$ cat src/qkve_pkg.sv
// shared types and constants for the query key/value extractor
package qkve_pkg;

  // tuple separator byte '&'
  localparam logic [7:0] TUPLE_SEP = 8'h26;

  // configuration register indexes (register i at byte address 8*i)
  localparam logic [2:0] REG_KEY_LENGTH     = 3'd0;
  localparam logic [2:0] REG_KEY_BYTES_0    = 3'd1;
  localparam logic [2:0] REG_KEY_BYTES_1    = 3'd2;
  localparam logic [2:0] REG_KEY_BYTES_2    = 3'd3;
  localparam logic [2:0] REG_KEY_BYTES_3    = 3'd4;
  localparam logic [2:0] REG_VALUE_CAPACITY = 3'd5;

  localparam int unsigned CFG_ADDR_W = 6;
  localparam int unsigned CFG_DATA_W = 64;
  localparam int unsigned KEY_WORDS  = 4;
  localparam logic [8:0]  CAPACITY_RESET = 9'd64;

  typedef enum logic [3:0] {
    PH_COMPARE = 4'b0001,
    PH_SKIP    = 4'b0010,
    PH_COPY    = 4'b0100,
    PH_CLOSED  = 4'b1000
  } phase_t;

  typedef struct packed {
    logic [7:0] query_byte;
    logic       query_last;
  } in_t;

  typedef struct packed {
    logic       value_valid;
    logic [7:0] value_byte;
    logic       query_done;
    logic       found;
    logic [7:0] value_length;
  } out_t;

endpackage

$ cat src/query_key_value_extractor_top.sv
// query key/value extractor: byte scanner, config registers and output stage
// path: a result passes the input register and then the output register after its byte is accepted
// throughput: one query byte per cycle while the output side takes results, set by the registered scan stage
// bytes that produce no result (no value byte, not final) pass silently
// reset: synchronous active-low; scan rearms, key length 0, key bytes 0,
// value capacity 64, both pipeline stages empty
module query_key_value_extractor_top #(
  parameter int unsigned KEY_MAX_BYTES = 32
) (
  input  logic                               clk,
  input  logic                               rst_n,
  // query byte channel
  input  logic                               in_valid,
  output logic                               in_ready,
  input  qkve_pkg::in_t                      in_data,
  // result channel
  output logic                               out_valid,
  input  logic                               out_ready,
  output qkve_pkg::out_t                     out_data,
  // configuration port
  input  logic                               cfg_psel,
  input  logic                               cfg_penable,
  input  logic                               cfg_pwrite,
  input  logic [qkve_pkg::CFG_ADDR_W-1:0]    cfg_paddr,
  input  logic [qkve_pkg::CFG_DATA_W-1:0]    cfg_pwdata,
  output logic [qkve_pkg::CFG_DATA_W-1:0]    cfg_prdata,
  output logic                               cfg_pready
);

  // ---------------------------------------------------------------
  // configuration registers
  // ---------------------------------------------------------------
  logic [5:0]  key_length_r;
  logic [63:0] key_bytes_r [qkve_pkg::KEY_WORDS];
  logic [8:0]  value_capacity_r;

  logic       cfg_wr;
  logic [2:0] cfg_idx;

  assign cfg_pready = 1'b1;
  assign cfg_wr     = cfg_psel && cfg_penable && cfg_pwrite && cfg_pready;
  // registers sit on 8-byte boundaries; low address bits are ignored
  assign cfg_idx    = cfg_paddr[5:3];

  always_ff @(posedge clk) begin
    if (!rst_n) begin
      key_length_r     <= '0;
      key_bytes_r[0]   <= '0;
      key_bytes_r[1]   <= '0;
      key_bytes_r[2]   <= '0;
      key_bytes_r[3]   <= '0;
      value_capacity_r <= qkve_pkg::CAPACITY_RESET;
    end else if (cfg_wr) begin
      unique case (cfg_idx)
        qkve_pkg::REG_KEY_LENGTH:     key_length_r     <= cfg_pwdata[5:0];
        qkve_pkg::REG_KEY_BYTES_0:    key_bytes_r[0]   <= cfg_pwdata;
        qkve_pkg::REG_KEY_BYTES_1:    key_bytes_r[1]   <= cfg_pwdata;
        qkve_pkg::REG_KEY_BYTES_2:    key_bytes_r[2]   <= cfg_pwdata;
        qkve_pkg::REG_KEY_BYTES_3:    key_bytes_r[3]   <= cfg_pwdata;
        qkve_pkg::REG_VALUE_CAPACITY: value_capacity_r <= cfg_pwdata[8:0];
        default: ;  // writes past the register list are dropped
      endcase
    end
  end

  // read mux
  always_comb begin
    unique case (cfg_idx)
      qkve_pkg::REG_KEY_LENGTH:     cfg_prdata = {58'd0, key_length_r};
      qkve_pkg::REG_KEY_BYTES_0:    cfg_prdata = key_bytes_r[0];
      qkve_pkg::REG_KEY_BYTES_1:    cfg_prdata = key_bytes_r[1];
      qkve_pkg::REG_KEY_BYTES_2:    cfg_prdata = key_bytes_r[2];
      qkve_pkg::REG_KEY_BYTES_3:    cfg_prdata = key_bytes_r[3];
      qkve_pkg::REG_VALUE_CAPACITY: cfg_prdata = {55'd0, value_capacity_r};
      default:                      cfg_prdata = '0;
    endcase
  end

  // ---------------------------------------------------------------
  // derived limits (the user keeps them static while a query runs; the block does not enforce it)
  // ---------------------------------------------------------------
  logic [5:0] key_len_eff;
  logic [7:0] copy_limit;

  // key lengths beyond the supported maximum act as the maximum
  assign key_len_eff = (key_length_r > 6'(KEY_MAX_BYTES)) ? 6'(KEY_MAX_BYTES)
                                                          : key_length_r;

  // capacity zero acts as one; anything past 256 saturates the copy count at 255
  always_comb begin
    if (value_capacity_r == 9'd0) begin
      copy_limit = 8'd0;
    end else if (value_capacity_r > 9'd256) begin
      copy_limit = 8'd255;
    end else begin
      copy_limit = 8'(value_capacity_r - 9'd1);
    end
  end

  // ---------------------------------------------------------------
  // input register stage
  // ---------------------------------------------------------------
  logic          s1_valid_r;
  qkve_pkg::in_t s1_data_r;
  logic          s1_adv;

  // a new byte enters when the register is empty or the held one moves on this cycle
  assign in_ready = !s1_valid_r || s1_adv;

  always_ff @(posedge clk) begin
    if (!rst_n) begin
      s1_valid_r <= 1'b0;
    end else if (in_ready) begin
      s1_valid_r <= in_valid;
    end
  end

  always_ff @(posedge clk) begin
    if (in_ready && in_valid) begin
      s1_data_r <= in_data;
    end
  end

  // ---------------------------------------------------------------
  // scan logic: one byte against one key byte, then a phase update
  // ---------------------------------------------------------------
  qkve_pkg::phase_t phase_r, phase_nxt;
  logic [5:0]       tuple_pos_r, tuple_pos_nxt;
  logic [7:0]       copied_r, copied_nxt;
  logic             emit;
  logic             is_sep;
  logic [7:0]       key_byte;
  logic [1:0]       key_word_sel;
  logic [2:0]       key_lane_sel;
  logic [63:0]      key_word;

  assign is_sep       = (s1_data_r.query_byte == qkve_pkg::TUPLE_SEP);
  assign key_word_sel = tuple_pos_r[4:3];
  assign key_lane_sel = tuple_pos_r[2:0];
  assign key_word     = key_bytes_r[key_word_sel];
  assign key_byte     = key_word[{key_lane_sel, 3'b000} +: 8];

  always_comb begin
    phase_nxt     = phase_r;
    tuple_pos_nxt = tuple_pos_r;
    copied_nxt    = copied_r;
    emit          = 1'b0;
    unique case (phase_r)
      qkve_pkg::PH_COMPARE: begin
        if (is_sep) begin
          tuple_pos_nxt = '0;
        end else if (tuple_pos_r < key_len_eff) begin
          if (s1_data_r.query_byte == key_byte) begin
            tuple_pos_nxt = tuple_pos_r + 6'd1;
          end else begin
            phase_nxt = qkve_pkg::PH_SKIP;
          end
        end else begin
          // whole key matched and the tuple goes on: this byte starts the value
          phase_nxt = qkve_pkg::PH_COPY;
          if (copied_r < copy_limit) begin
            emit       = 1'b1;
            copied_nxt = copied_r + 8'd1;
          end
        end
      end
      qkve_pkg::PH_SKIP: begin
        if (is_sep) begin
          phase_nxt     = qkve_pkg::PH_COMPARE;
          tuple_pos_nxt = '0;
        end
      end
      qkve_pkg::PH_COPY: begin
        if (is_sep) begin
          phase_nxt = qkve_pkg::PH_CLOSED;
        end else if (copied_r < copy_limit) begin
          emit       = 1'b1;
          copied_nxt = copied_r + 8'd1;
        end
      end
      qkve_pkg::PH_CLOSED: begin
        // rest of the query is ignored
      end
      default: begin
        phase_nxt = qkve_pkg::PH_COMPARE;
      end
    endcase
  end

  // ---------------------------------------------------------------
  // result build and stage advance
  // ---------------------------------------------------------------
  logic           has_result;
  logic           out_free;
  logic           out_valid_r;
  qkve_pkg::out_t out_data_r, out_data_nxt;

  assign has_result = emit || s1_data_r.query_last;
  assign out_free   = !out_valid_r || out_ready;
  // silent bytes never wait on the output side
  assign s1_adv     = s1_valid_r && (!has_result || out_free);

  always_comb begin
    out_data_nxt.value_valid  = emit;
    out_data_nxt.value_byte   = emit ? s1_data_r.query_byte : 8'd0;
    out_data_nxt.query_done   = s1_data_r.query_last;
    out_data_nxt.found        = s1_data_r.query_last &&
                                ((phase_nxt == qkve_pkg::PH_COPY) ||
                                 (phase_nxt == qkve_pkg::PH_CLOSED));
    out_data_nxt.value_length = s1_data_r.query_last ? copied_nxt : 8'd0;
  end

  always_ff @(posedge clk) begin
    if (!rst_n) begin
      phase_r     <= qkve_pkg::PH_COMPARE;
      tuple_pos_r <= '0;
      copied_r    <= '0;
    end else if (s1_adv) begin
      if (s1_data_r.query_last) begin
        // final byte rearms the scan for the next query
        phase_r     <= qkve_pkg::PH_COMPARE;
        tuple_pos_r <= '0;
        copied_r    <= '0;
      end else begin
        phase_r     <= phase_nxt;
        tuple_pos_r <= tuple_pos_nxt;
        copied_r    <= copied_nxt;
      end
    end
  end

  always_ff @(posedge clk) begin
    if (!rst_n) begin
      out_valid_r <= 1'b0;
    end else if (s1_adv && has_result) begin
      out_valid_r <= 1'b1;
    end else if (out_ready) begin
      out_valid_r <= 1'b0;
    end
  end

  always_ff @(posedge clk) begin
    if (s1_adv && has_result) begin
      out_data_r <= out_data_nxt;
    end
  end

  assign out_valid = out_valid_r;
  assign out_data  = out_data_r;

endmodule

$ cat config.mk
export PLATFORM = sky130hd
export DESIGN_NAME = query_key_value_extractor_top
export DESIGN_NICKNAME = d
export VERILOG_FILES = /design/src/qkve_pkg.sv /design/src/query_key_value_extractor_top.sv
export SDC_FILE = /design/constraint.sdc
export NUM_CORES = 1
export LEC_CHECK = 0
export BUFFER_PORTS_ARGS = -buffer_cell sky130_fd_sc_hd__buf_2
export CAP_MARGIN = 20
export CORE_ASPECT_RATIO = 2
export CORE_MARGIN = 10
export CORE_UTILIZATION = 30
export DETAILED_ROUTE_END_ITERATION = 12
export GPL_TIMING_DRIVEN = 0
export PLACE_DENSITY = 0.49
export SLEW_MARGIN = 5
export SYNTH_ARGS = -nofsm -noshare
export SYNTH_HDL_FRONTEND = slang
export SYNTH_SLANG_ARGS = --single-unit
export TNS_END_PERCENT = 5
$ cat constraint.sdc
create_clock -name clk -period 19.22 [get_ports clk]
set_input_delay 3.844 -clock clk [delete_from_list [all_inputs] [get_ports clk]]
set_output_delay 3.844 -clock clk [all_outputs]
set_load 0.005 [all_outputs]
==> flow_metrics.tcl, run 1 <==
set metrics [dict create \
    grt_pass1_wl_mm 93.3 \
    yosys.area_share.simple_pct 16.3 \
    cts_hold_buf 0 \
    p_clk_share_pct 38.1 \
    totalPowerFinal_mw 1.56 \
    dr.pass1.iters 5 \
    synthCells 1275 \
    num_rows 121 \
    drv_cap 0 \
    route.detailed.drc 0 \
    dieArea_um2 65700 \
    leakage_nw 7.05 \
    synth_top_area_share_pct 51.4 \
    sw_frac_of_total_pct 24.7 \
    fin_crit_sh_pct 56.9 \
    synth_top_family_by_area "simple AND/OR/NAND/NOR gates" \
    fin_skew_ns 0.0238 \
    min_period_ns 10.94 \
    crit_path_start_kind "input port" \
    cts_buffers 30 \
    final_cell_area_um2 19600 \
    syn_area_per_cell_um2 13.0 \
    cts.clk_slew.worst_paths_ns 0.07 \
    synth_edf_count 284 \
    cts_tree "yes" \
    core_area_um2 54700 \
    via_count 12300 \
    synth_area_um2 16600 \
    ys.flop_type "edfxtp_1" \
    dp_hpwl_mm 49.8 \
    grt_start_max_net_pins 21 \
    r2r_slack_ns 14.33 \
    antenna_found_initial 11 \
    p_sw_mw 0.384 \
    drt_iter0_markers 1028 \
    rr_worst_depth 11 \
    cts_resized 0 \
    finalWirelength_mm 65.6 \
    maxSlewHeadroom_pct 21.7 \
    cp.required_ns 15.38 \
    synth-seq-cells 321 \
    p_seq_share_pct 52.4 \
    worst_pin_slew_ns 1.18 \
    synth_compound_area_share_pct 12.4 \
    cts_buffer_depth 3 \
    tns_ns 0 \
    powerDensity_nw_per_um2 79.3 \
    path_class "in -> out" \
    die_h_um 353 \
    wl_per_cell_um 29.2 \
    synth_most_common_cell "edfxtp_1" \
    n_fill_cell 5383 \
    routed_via_density 5.49 \
    drive_gt1_share_pct 20.8 \
    comb_power_share_pct 9.5 \
    nets 1587 \
    timing_hold_violations_final 0 \
    p_int_mw 1.17 \
    postCtsSetupRepairBufs 0 \
    whs_ns 0.537 \
    die_w_um 186 \
    clk_latency_ns 0.61 \
    grt_pass1_vias 12600 \
    synth_xor_area_share_pct 0.580 \
    cp_max_fo 10 \
    placed_cell_area_um2 18700 \
    rsz0062_at_grt "no" \
    worstPathArrival_ns 7.10 \
    asyncSetResetFlopFracSynth_pct 0 \
    cts_root_buffer "clkbuf_16" \
    postRouteAntennaNets 0 \
    yosys.area.top_type "edfxtp_1" \
    io_pins 172 \
    drv_slew 0 \
    hp-class "reg -> reg" \
    fmax_mhz 91.4 \
    synthMuxAreaShare_pct 11.2 \
    cp-end-kind "output port" \
    port-buffer-count 163 \
    htree_levels 1 \
    syn2layout_area_growth_pct 18.1 \
    cts_sinks 321 \
    yosys-top-cells-area "edfxtp_1 51%, and2_1 9.8%, mux4_2 7.5%" \
    synth_common_cells "284 x edfxtp_1, 261 x and2_1, 74 x clkbuf_1" \
    setup_violations 0 \
    gp_congestion 0.915 \
    synth_fa_ha_area_share_pct 1.19 \
    grt_usage_pct 19.4 \
    seq_area_frac_synth_pct 55.8 \
    whs_path_depth 2 \
    synth_cell_types 72 \
    status "completed" \
    initial_core_util_pct 30.4 \
    grt_remaining_overflow 0 \
    syn-num-nets 1376 \
    yosysWarnings 0 \
    peakVddDrop_mv 0.0518 \
]
cell type report:
cell class                      count  area (um2)  area share (%)
Timing Repair Buffer              179        1110            5.67
Clock buffer                       35         791            4.03
Buffer                             91         380            1.94
Tap cell                          738         923            4.71
Sequential cell                   321        9270            47.3
Inverter                           11        41.3           0.211
Multi-Input combinational cell    852        6960            35.5
Clock inverter                     15         130           0.663
Antenna cell                        4        10.0          0.0510
through the flow:
stage / setup WS [ns] / utilization (%) / instances
after global routing: 8.23 / 35.9 / 2243
after global placement: 3.93 / 33.6 / 2176
after floorplan: 9.39 / - / 1275
after CTS: 8.22 / 35.8 / 2239
final: 8.28 / 35.9 / 2246
after detailed placement: 8.22 / 34.1 / 2189
path summary, 6_finish.rpt:
| kind | from | to |
|---|---|---|
| worst max-delay path | cfg_paddr[3] | cfg_prdata[58] |
| worst min-delay path | copied_r[1]$_SDFFE_PN0P_ | copied_r[1]$_SDFFE_PN0P_ |
| worst max register to register | flop | flop |
| worst min register to register | copied_r[1]$_SDFFE_PN0P_ | copied_r[1]$_SDFFE_PN0P_ |
routing by layer:
layer  track usage [%]  vias to the layer above  routed length [um]
met3              3.29                      144                3590
met2              35.8                      494               35300
met4              12.3                       10                4430
li1                  -                     5392                   -
met1              19.6                     6300               22200
met5                 0                        -                  70
placed cells by master, fill, tap and decap left out, drive strengths merged, types with 5 or more instances in the layout:
cell,netlist,final
xor2,5,5
a21oi,27,27
and3,15,15
nor4,5,5
a211oi,6,6
xnor2,6,6
a22o,61,61
dfxtp,37,37
mux2i,27,27
o21ai,34,34
mux2,8,8
a221o,65,65
ha,15,15
inv,10,11
edfxtp,284,284
and2,261,261
nand2,36,36
clkinv,1,12
a31oi,7,7
nor2b,9,9
nor2,57,57
or3,9,9
mux4,65,65
o21a,6,6
nand3,16,16
nand2b,10,10
a22oi,13,13
nand4,6,6
nand3b,5,5
o22ai,10,10
clkbuf,74,110
nor3,14,14
buf,17,195
cell families after synthesis:
kind of cell             after synthesis
AO/OA/AOI/OAI                        260
XOR/XNOR                              11
adder cells (fa/ha/maj)               16
buffers and inverters                102
flip-flops                           321
multiplexers                         100
other                                  1
AND/OR/NAND/NOR                      464
state kept, by name (all words and copies together), names as in the netlist, named ones only:
register          cells
key_length_r          6
out_data             19
out_valid             1
s1_data_r             8
copied_r              8
value_capacity_r      9
out_data_nxt          1
s1_valid_r            1
key_bytes_r         256
tuple_pos_r           6
phase_r               4
critical path, stage by stage:
cell and delay (ns):
clkbuf_1 0.47, clkinv_1 0.42, nor3_1 0.89, clkbuf_1 0.87, a22o_1 0.24, a221o_1 0.20
buf_2 0.15
power by group through the flow:
stage	Sequential [mW]	Combinational, mW	Clock (mW)
final	0.815	0.148	0.592
after global routing	0.819	0.159	0.625
after detailed placement	0.830	0.150	0
after floorplan	0.826	0.0696	0
after CTS	0.815	0.151	0.601
after global placement	0.838	0.141	0
Power figures use the tool's default switching activity.
==> run 2: changes to the inputs <==
--- a/config.mk
+++ b/config.mk
@@ -5,6 +5,7 @@
 export SDC_FILE = /design/constraint.sdc
 export NUM_CORES = 1
 export LEC_CHECK = 0
+export ABC_AREA = 1
 export BUFFER_PORTS_ARGS = -buffer_cell sky130_fd_sc_hd__buf_2
 export CAP_MARGIN = 20
 export CORE_ASPECT_RATIO = 2
==> constraint.sdc (replaced) <==
create_clock -name clk -period 11.15 [get_ports clk]
set_input_delay 2.23 -clock clk [delete_from_list [all_inputs] [get_ports clk]]
set_output_delay 2.23 -clock clk [all_outputs]
set_load 0.005 [all_outputs]
==> run 2 against run 1 <==
Effect of this change: power is 100% higher; synthesized area is 2.2% higher; sequential share of layout area is 1.5 points lower; flip-flop and latch count stayed put; synthesized cell count is 59% higher; register-to-register slack worse by 6.9 ns; critical endpoint is now cfg_prdata[42]; wire length is 20% higher; final cell count is 35% higher; first-iteration DRC count is 45% higher.
==> flow_metrics.tcl, run 2 <==
set metrics [dict create \
    dpl_worst_slack_ns 3.61 \
    antenna_found_initial 0 \
    cp_max_fo 10 \
    yosys.area.top_type "edfxtp_1" \
    cts.clk_slew.worst_paths_ns 0.06 \
    multi_input_area_um2 6070 \
    fin_skew_ns 0.0221 \
    htree_levels 2 \
    fin_crit_sh_pct 69.4 \
    cts_hold_buf 0 \
    cp-end-kind "output port" \
    use_met3_pct 4.01 \
    peakVddDrop_mv 0.0894 \
    leakage_nw 8.85 \
    r2r_slack_ns 7.39 \
    dp_hpwl_mm 58.3 \
    largest_reg_flops 256 \
    cts_buffers 35 \
    r2r_start "value_capacity_r[0]$_SDFFE_PN0P_" \
    crit_end "cfg_prdata[42]" \
    synth_common_cells "422 x nand2_1, 369 x nor2_1, 294 x inv_1" \
    min_period_ns 7.73 \
    grt_pass1_wl_mm 111 \
    worst_pin_slew_ns 1.26 \
    syn2layout_area_growth_pct 19.3 \
    asyncSetResetFlopFracSynth_pct 0 \
    fmax_mhz 129 \
    cts_resized 0 \
    synth_top_area_share_pct 50.3 \
    status "completed" \
    synthCells 2031 \
    synth-seq-cells 321 \
    postCtsSetupRepairBufs 0 \
    setup_violations 0 \
    reg2reg_to "out_data[7]$_SDFFCE_PN0P_" \
    diodes 0 \
    clk_latency_ns 0.56 \
    via_count 16100 \
    drv_slew 0 \
    cts_sinks 321 \
    grt_start_max_net_pins 22 \
    setup_ws_ns 3.42 \
    drive_gt1_share_pct 13.0 \
    timing_hold_violations_final 0 \
    yosys-top-cells-area "edfxtp_1 50%, nand2_1 9.3%, nor2_1 8.2%" \
    gp_congestion 0.954 \
    cts_tree "yes" \
    startpoint "cfg_paddr[4]" \
    synth_cell_types 42 \
    n_fill_cell 5856 \
    rsz0062_at_grt "no" \
    final_common_cell "nand2_1" \
    finalWirelength_mm 78.8 \
    cts_buffer_depth 3 \
    regArea_um2 9270 \
    top_register "key_bytes_r" \
    seq_area_frac_synth_pct 54.6 \
    initial_core_util_pct 30.2 \
    wl_per_cell_um 26.1 \
    synth_area_um2 17000 \
    powerDensity_nw_per_um2 155 \
    drt_iter0_markers 1491 \
    die_h_um 356 \
    postRouteAntennaNets 0 \
    grt_usage_pct 22.7 \
    die_w_um 188 \
    rr_worst_depth 14 \
    dr.pass1.iters 8 \
    path_class "in -> out" \
    synth_edf_count 284 \
    hp-class "reg -> reg" \
    crit_path_start_kind "input port" \
    drv_cap 0 \
    grt_remaining_overflow 0 \
    use_met2_pct 40.4 \
    dieArea_um2 67100 \
    maxSlewHeadroom_pct 15.8 \
    top_usage_layer "met2" \
    cts_root_buffer "clkbuf_16" \
    yosysWarnings 0 \
    grtUsageMet1_pct 22.8 \
    nets 2350 \
    ys.flop_type "edfxtp_1" \
    io_pins 172 \
    grt_pass1_vias 16300 \
    tns_ns 0 \
    port-buffer-count 167 \
    core_area_um2 56200 \
    cp.required_ns 8.92 \
    worstPathArrival_ns 5.50 \
    num_rows 123 \
    syn_area_per_cell_um2 8.36 \
    syn-num-nets 2132 \
    route.detailed.drc 0 \
    routed_via_density 5.31 \
    synth_most_common_cell "nand2_1" \
    layout_common_cells "422 x nand2_1, 369 x nor2_1, 294 x inv_1, 284 x edfxtp_1, 197 x buf_2" \
]
==> run 2: changes by cell type after synthesis, sizes merged, moves of 61 or more <==
cell and delta:
and2 -261, mux4 -65, nand2 +388, a221o -65, nand3 +138, inv +290
nor2 +313, a22o -61
==> run 2: where the power goes <==
| group | total (mW) | switching, mW | leakage, nW | internal, mW |
|---|---|---|---|---|
| combinational | 0.525 | 0.378 | 5.29 | 0.147 |
| sequential | 1.41 | 0.0322 | 3.01 | 1.38 |
| clock | 1.21 | 0.520 | 0.556 | 0.691 |
| total | 3.15 | 0.931 | 8.85 | 2.22 |
==> run 2: stage by stage <==
| step | util, % | cells | instance area [um2] | power (mW) | hold slack, ns |
|---|---|---|---|---|---|
| floorplan | - | 2031 | 17000 | 1.70 | 0.457 |
| global placement | 33.4 | 2948 | 18700 | 1.94 | 0.474 |
| detailed placement | 34.0 | 2960 | 19100 | 1.95 | 0.475 |
| CTS | 36.0 | 3021 | 20200 | 3.14 | 0.485 |
| global route | 36.0 | 3023 | 20200 | 3.23 | 0.527 |
| finish | 36.0 | 3023 | 20200 | 3.15 | 0.482 |
==> run 2: cells by family (layout without fill, tap and decap cells) <==
| group | count (synthesis) | after routing | share of synthesized area, % |
|---|---|---|---|
| flip-flops | 321 | 321 | 54.6 |
| XOR/XNOR | 9 | 9 | 0.465 |
| buffers and inverters | 413 | 655 | 9.87 |
| AO/OA/AOI/OAI | 308 | 308 | 11.1 |
| AND/OR/NAND/NOR | 964 | 964 | 22.9 |
| adder cells (fa/ha/maj) | 15 | 15 | 1.11 |
| other | 1 | 1 | 0.0221 |
==> run 2: how the worst min path moves through the flow <==
| stage | from | endpoint | slack (ns) | cells past startpoint |
|---|---|---|---|---|
| after CTS | phase_r[2]$_SDFFE_PN0P_ | phase_r[2]$_SDFFE_PN0P_ | 0.49 | 2 |
| after global routing | phase_r[3]$_SDFFE_PN0P_ | phase_r[3]$_SDFFE_PN0P_ | 0.53 | 2 |
| after floorplan | phase_r[2]$_SDFFE_PN0P_ | phase_r[2]$_SDFFE_PN0P_ | 0.46 | 2 |
| after detailed placement | phase_r[2]$_SDFFE_PN0P_ | phase_r[2]$_SDFFE_PN0P_ | 0.47 | 2 |
| final | phase_r[2]$_SDFFE_PN0P_ | phase_r[2]$_SDFFE_PN0P_ | 0.48 | 2 |
| after global placement | phase_r[2]$_SDFFE_PN0P_ | phase_r[2]$_SDFFE_PN0P_ | 0.47 | 2 |
==> run 2: layout make-up <==
cell class	instances	share of cell area, %
buffer	110	2.65
clock buffer	45	4.83
clock inverter	16	0.828
inverter	303	5.62
multi-input combinational	1297	30.0
sequential	321	45.8
tap	750	4.63
timing repair buffer	181	5.68
==> run 2: critical path, cell delays in order <==
cell and delay, ns:
buf_2 0.12, nor2_1 0.14, nand2_1 0.36, inv_1 0.21, clkbuf_1 0.88, clkbuf_1 0.90, a21oi_1 0.18, o21ai_0 0.24
buf_2 0.21
==> run 2: per-layer routing <==
metal / vias up / share of wire [%]
met5: - / 0
met4: 0 / 8.8
met3: 302 / 6.9
met2: 897 / 50
met1: 7722 / 34
li1: 7138 / -
==> run 3: changes to the inputs <==
--- a/config.mk
+++ b/config.mk
@@ -5,7 +5,7 @@
 export SDC_FILE = /design/constraint.sdc
 export NUM_CORES = 1
 export LEC_CHECK = 0
-export ABC_AREA = 1
+export ABC_AREA = 0
 export BUFFER_PORTS_ARGS = -buffer_cell sky130_fd_sc_hd__buf_2
 export CAP_MARGIN = 20
 export CORE_ASPECT_RATIO = 2
@@ -13,7 +13,7 @@
 export CORE_UTILIZATION = 30
 export DETAILED_ROUTE_END_ITERATION = 12
 export GPL_TIMING_DRIVEN = 0
-export PLACE_DENSITY = 0.49
+export PLACE_DENSITY = 0.51
 export SLEW_MARGIN = 5
 export SYNTH_ARGS = -nofsm -noshare
 export SYNTH_HDL_FRONTEND = slang
==> constraint.sdc (replaced) <==
create_clock -name clk -period 6.65 [get_ports clk]
set_input_delay 1.33 -clock clk [delete_from_list [all_inputs] [get_ports clk]]
set_output_delay 1.33 -clock clk [all_outputs]
set_load 0.005 [all_outputs]
==> run 3 against run 2 <==
Effect of this change: die area fell by 2.0%; global-route usage fell by 3.6 points; count of clock-buffer cells in the layout fell by 2; critical path depth rose by 5; sequential share of layout area rose by 1.2 points; worst hold slack improved by 0.056 ns; final cell count fell by 25%; via count fell by 23%; wire length fell by 17%; combinational power fell by 17%; power rose by 46%; sequential power rose by 67%; critical endpoint is now in_ready; largest power group unchanged.
==> flow_metrics.tcl, run 3 (synthesis results as in run 1) <==
set metrics [dict create \
    layout_common_cells "284 x edfxtp_1, 261 x and2_1, 174 x buf_2, 85 x clkbuf_1, 65 x a221o_1" \
    port-buffer-count 163 \
    min_period_ns 5.93 \
    initial_core_util_pct 30.4 \
    core_area_um2 54700 \
    p_clk_share_pct 39.4 \
    route.detailed.drc 0 \
    cp-end-kind "output port" \
    worstPathArrival_ns 4.60 \
    grt_remaining_overflow 0 \
    grt_usage_pct 19.1 \
    syn2layout_area_growth_pct 18.9 \
    grt_pass1_wl_mm 92.6 \
    powerDensity_nw_per_um2 233 \
    cts_root_buffer "clkbuf_16" \
    path_class "reg -> out" \
    dieArea_um2 65700 \
    io_pins 172 \
    whs_ns 0.538 \
    antenna_found_initial 13 \
    slowest_delay_ns 0.53 \
    grt_start_max_net_pins 22 \
    n_fill_cell 5329 \
    p_seq_share_pct 51.2 \
    dr.pass1.iters 8 \
    rsz0062_at_grt "no" \
    fmax_mhz 169 \
    crit_path_start_kind "flop" \
    routed_via_density 5.51 \
    clk_latency_ns 0.60 \
    status "completed" \
    p_sw_mw 1.11 \
    tns_ns 0 \
    grt_pass1_vias 12800 \
    worst_pin_slew_ns 1.16 \
    fin_skew_ns 0.0177 \
    maxSlewHeadroom_pct 22.6 \
    postRouteAntennaNets 0 \
    path_cells "inv_1 -> ha_1 -> or3b_2 -> nor3_1 -> o21a_1 -> ha_1 -> a21o_1 -> a21oi_1 -> o21ai_0 -> or2_2 -> nor2_1 -> o21ai_0 -> or2_2 -> buf_2" \
    timing_hold_violations_final 0 \
    fin_cells 2254 \
    placed_cell_area_um2 18700 \
    dp_hpwl_mm 49.6 \
    die_h_um 353 \
    comb_power_share_pct 9.5 \
    top_register "key_bytes_r" \
    drv_slew 0 \
    sw_frac_of_total_pct 24.2 \
    htree_levels 1 \
    cp_max_fo 8 \
    setup_violations 0 \
    placed_cells 2192 \
    cts_sinks 321 \
    critPathSlowestCell "or3b_2" \
    cts_hold_buf 0 \
    drive_gt1_share_pct 20.7 \
    finalWirelength_mm 65.1 \
    hp-class "reg -> reg" \
    die_w_um 186 \
    multi_input_area_um2 6960 \
    drv_cap 0 \
    regArea_um2 9270 \
    cts_buffer_depth 3 \
    drt_iter0_markers 1134 \
    num_rows 121 \
    via_count 12400 \
    leakage_nw 7.09 \
    peakVddDrop_mv 0.172 \
    cts_buffers 31 \
    gp_congestion 0.913 \
    cts.clk_slew.worst_paths_ns 0.07 \
    final_cell_area_um2 19700 \
    cp.required_ns 5.32 \
    postCtsSetupRepairBufs 0 \
    largest_reg_flops 256 \
    cts_tree "yes" \
    cts_resized 0 \
    final_common_cell "edfxtp_1" \
    wl_per_cell_um 28.9 \
    nets 1588 \
    p_int_mw 3.49 \
    fin_crit_sh_pct 89.2 \
]
[run 3: final timing paths]
check             cells past startpoint  slack, ns                          to                             start
setup / recovery                     14       0.72                    in_ready  value_capacity_r[0]$_SDFFE_PN0P_
hold / removal                        2       0.54    copied_r[1]$_SDFFE_PN0P_          copied_r[1]$_SDFFE_PN0P_
hold reg to reg                       2       0.54    copied_r[1]$_SDFFE_PN0P_          copied_r[1]$_SDFFE_PN0P_
setup reg to reg                     14       1.69  out_data[10]$_SDFFCE_PN0P_  value_capacity_r[0]$_SDFFE_PN0P_
[run 3: final cells by class]
cell class | instances | area share (%)
inverters | 11 | 0.209
well taps | 738 | 4.68
clock inverters | 14 | 0.881
plain buffers | 91 | 1.93
flip-flops and latches | 321 | 47.0
diodes | 5 | 0.0634
clock buffers | 43 | 4.21
repair buffers | 179 | 5.82
multi-input cells | 852 | 35.3
[run 3: worst max-delay path: cells and delay by family, from the launching register on]
family / cells / cell delay [ns]
DFF: 1 / 0.36
AOI/OAI and AO/OA: 5 / 0.88
adders and majority gates: 2 / 0.55
and+or+nand+nor: 5 / 1.99
buffers and inverters: 2 / 0.24
[run 3: power by group through the flow]
stage	registers (mW)	clock network (mW)	logic (mW)
finish	2.36	1.81	0.436
global route	2.37	1.91	0.463
CTS	2.35	1.84	0.440
detailed placement	2.40	0	0.438
global placement	2.42	0	0.406
floorplan	2.39	0	0.201
[run 3: metal layers]
layer / vias up / GRT usage, % / wire (um)
met3: 154 / 3.07 / 3930
met4: 14 / 11.5 / 3990
met2: 542 / 35.7 / 35000
met1: 6305 / 19.5 / 22100
li1: 5406 / - / -
met5: - / 0 / 85
[run 3: metrics by stage]
| stage | util (%) | worst slack [ns] | total power, mW |
|---|---|---|---|
| detailed placement | 34.3 | 0.967 | 2.84 |
| global placement | 33.6 | -5.65 | 2.82 |
| CTS | 36.1 | 0.720 | 4.63 |
| global route | 36.1 | 0.354 | 4.73 |
| finish | 36.1 | 0.716 | 4.61 |
| floorplan | - | -0.529 | 2.59 |
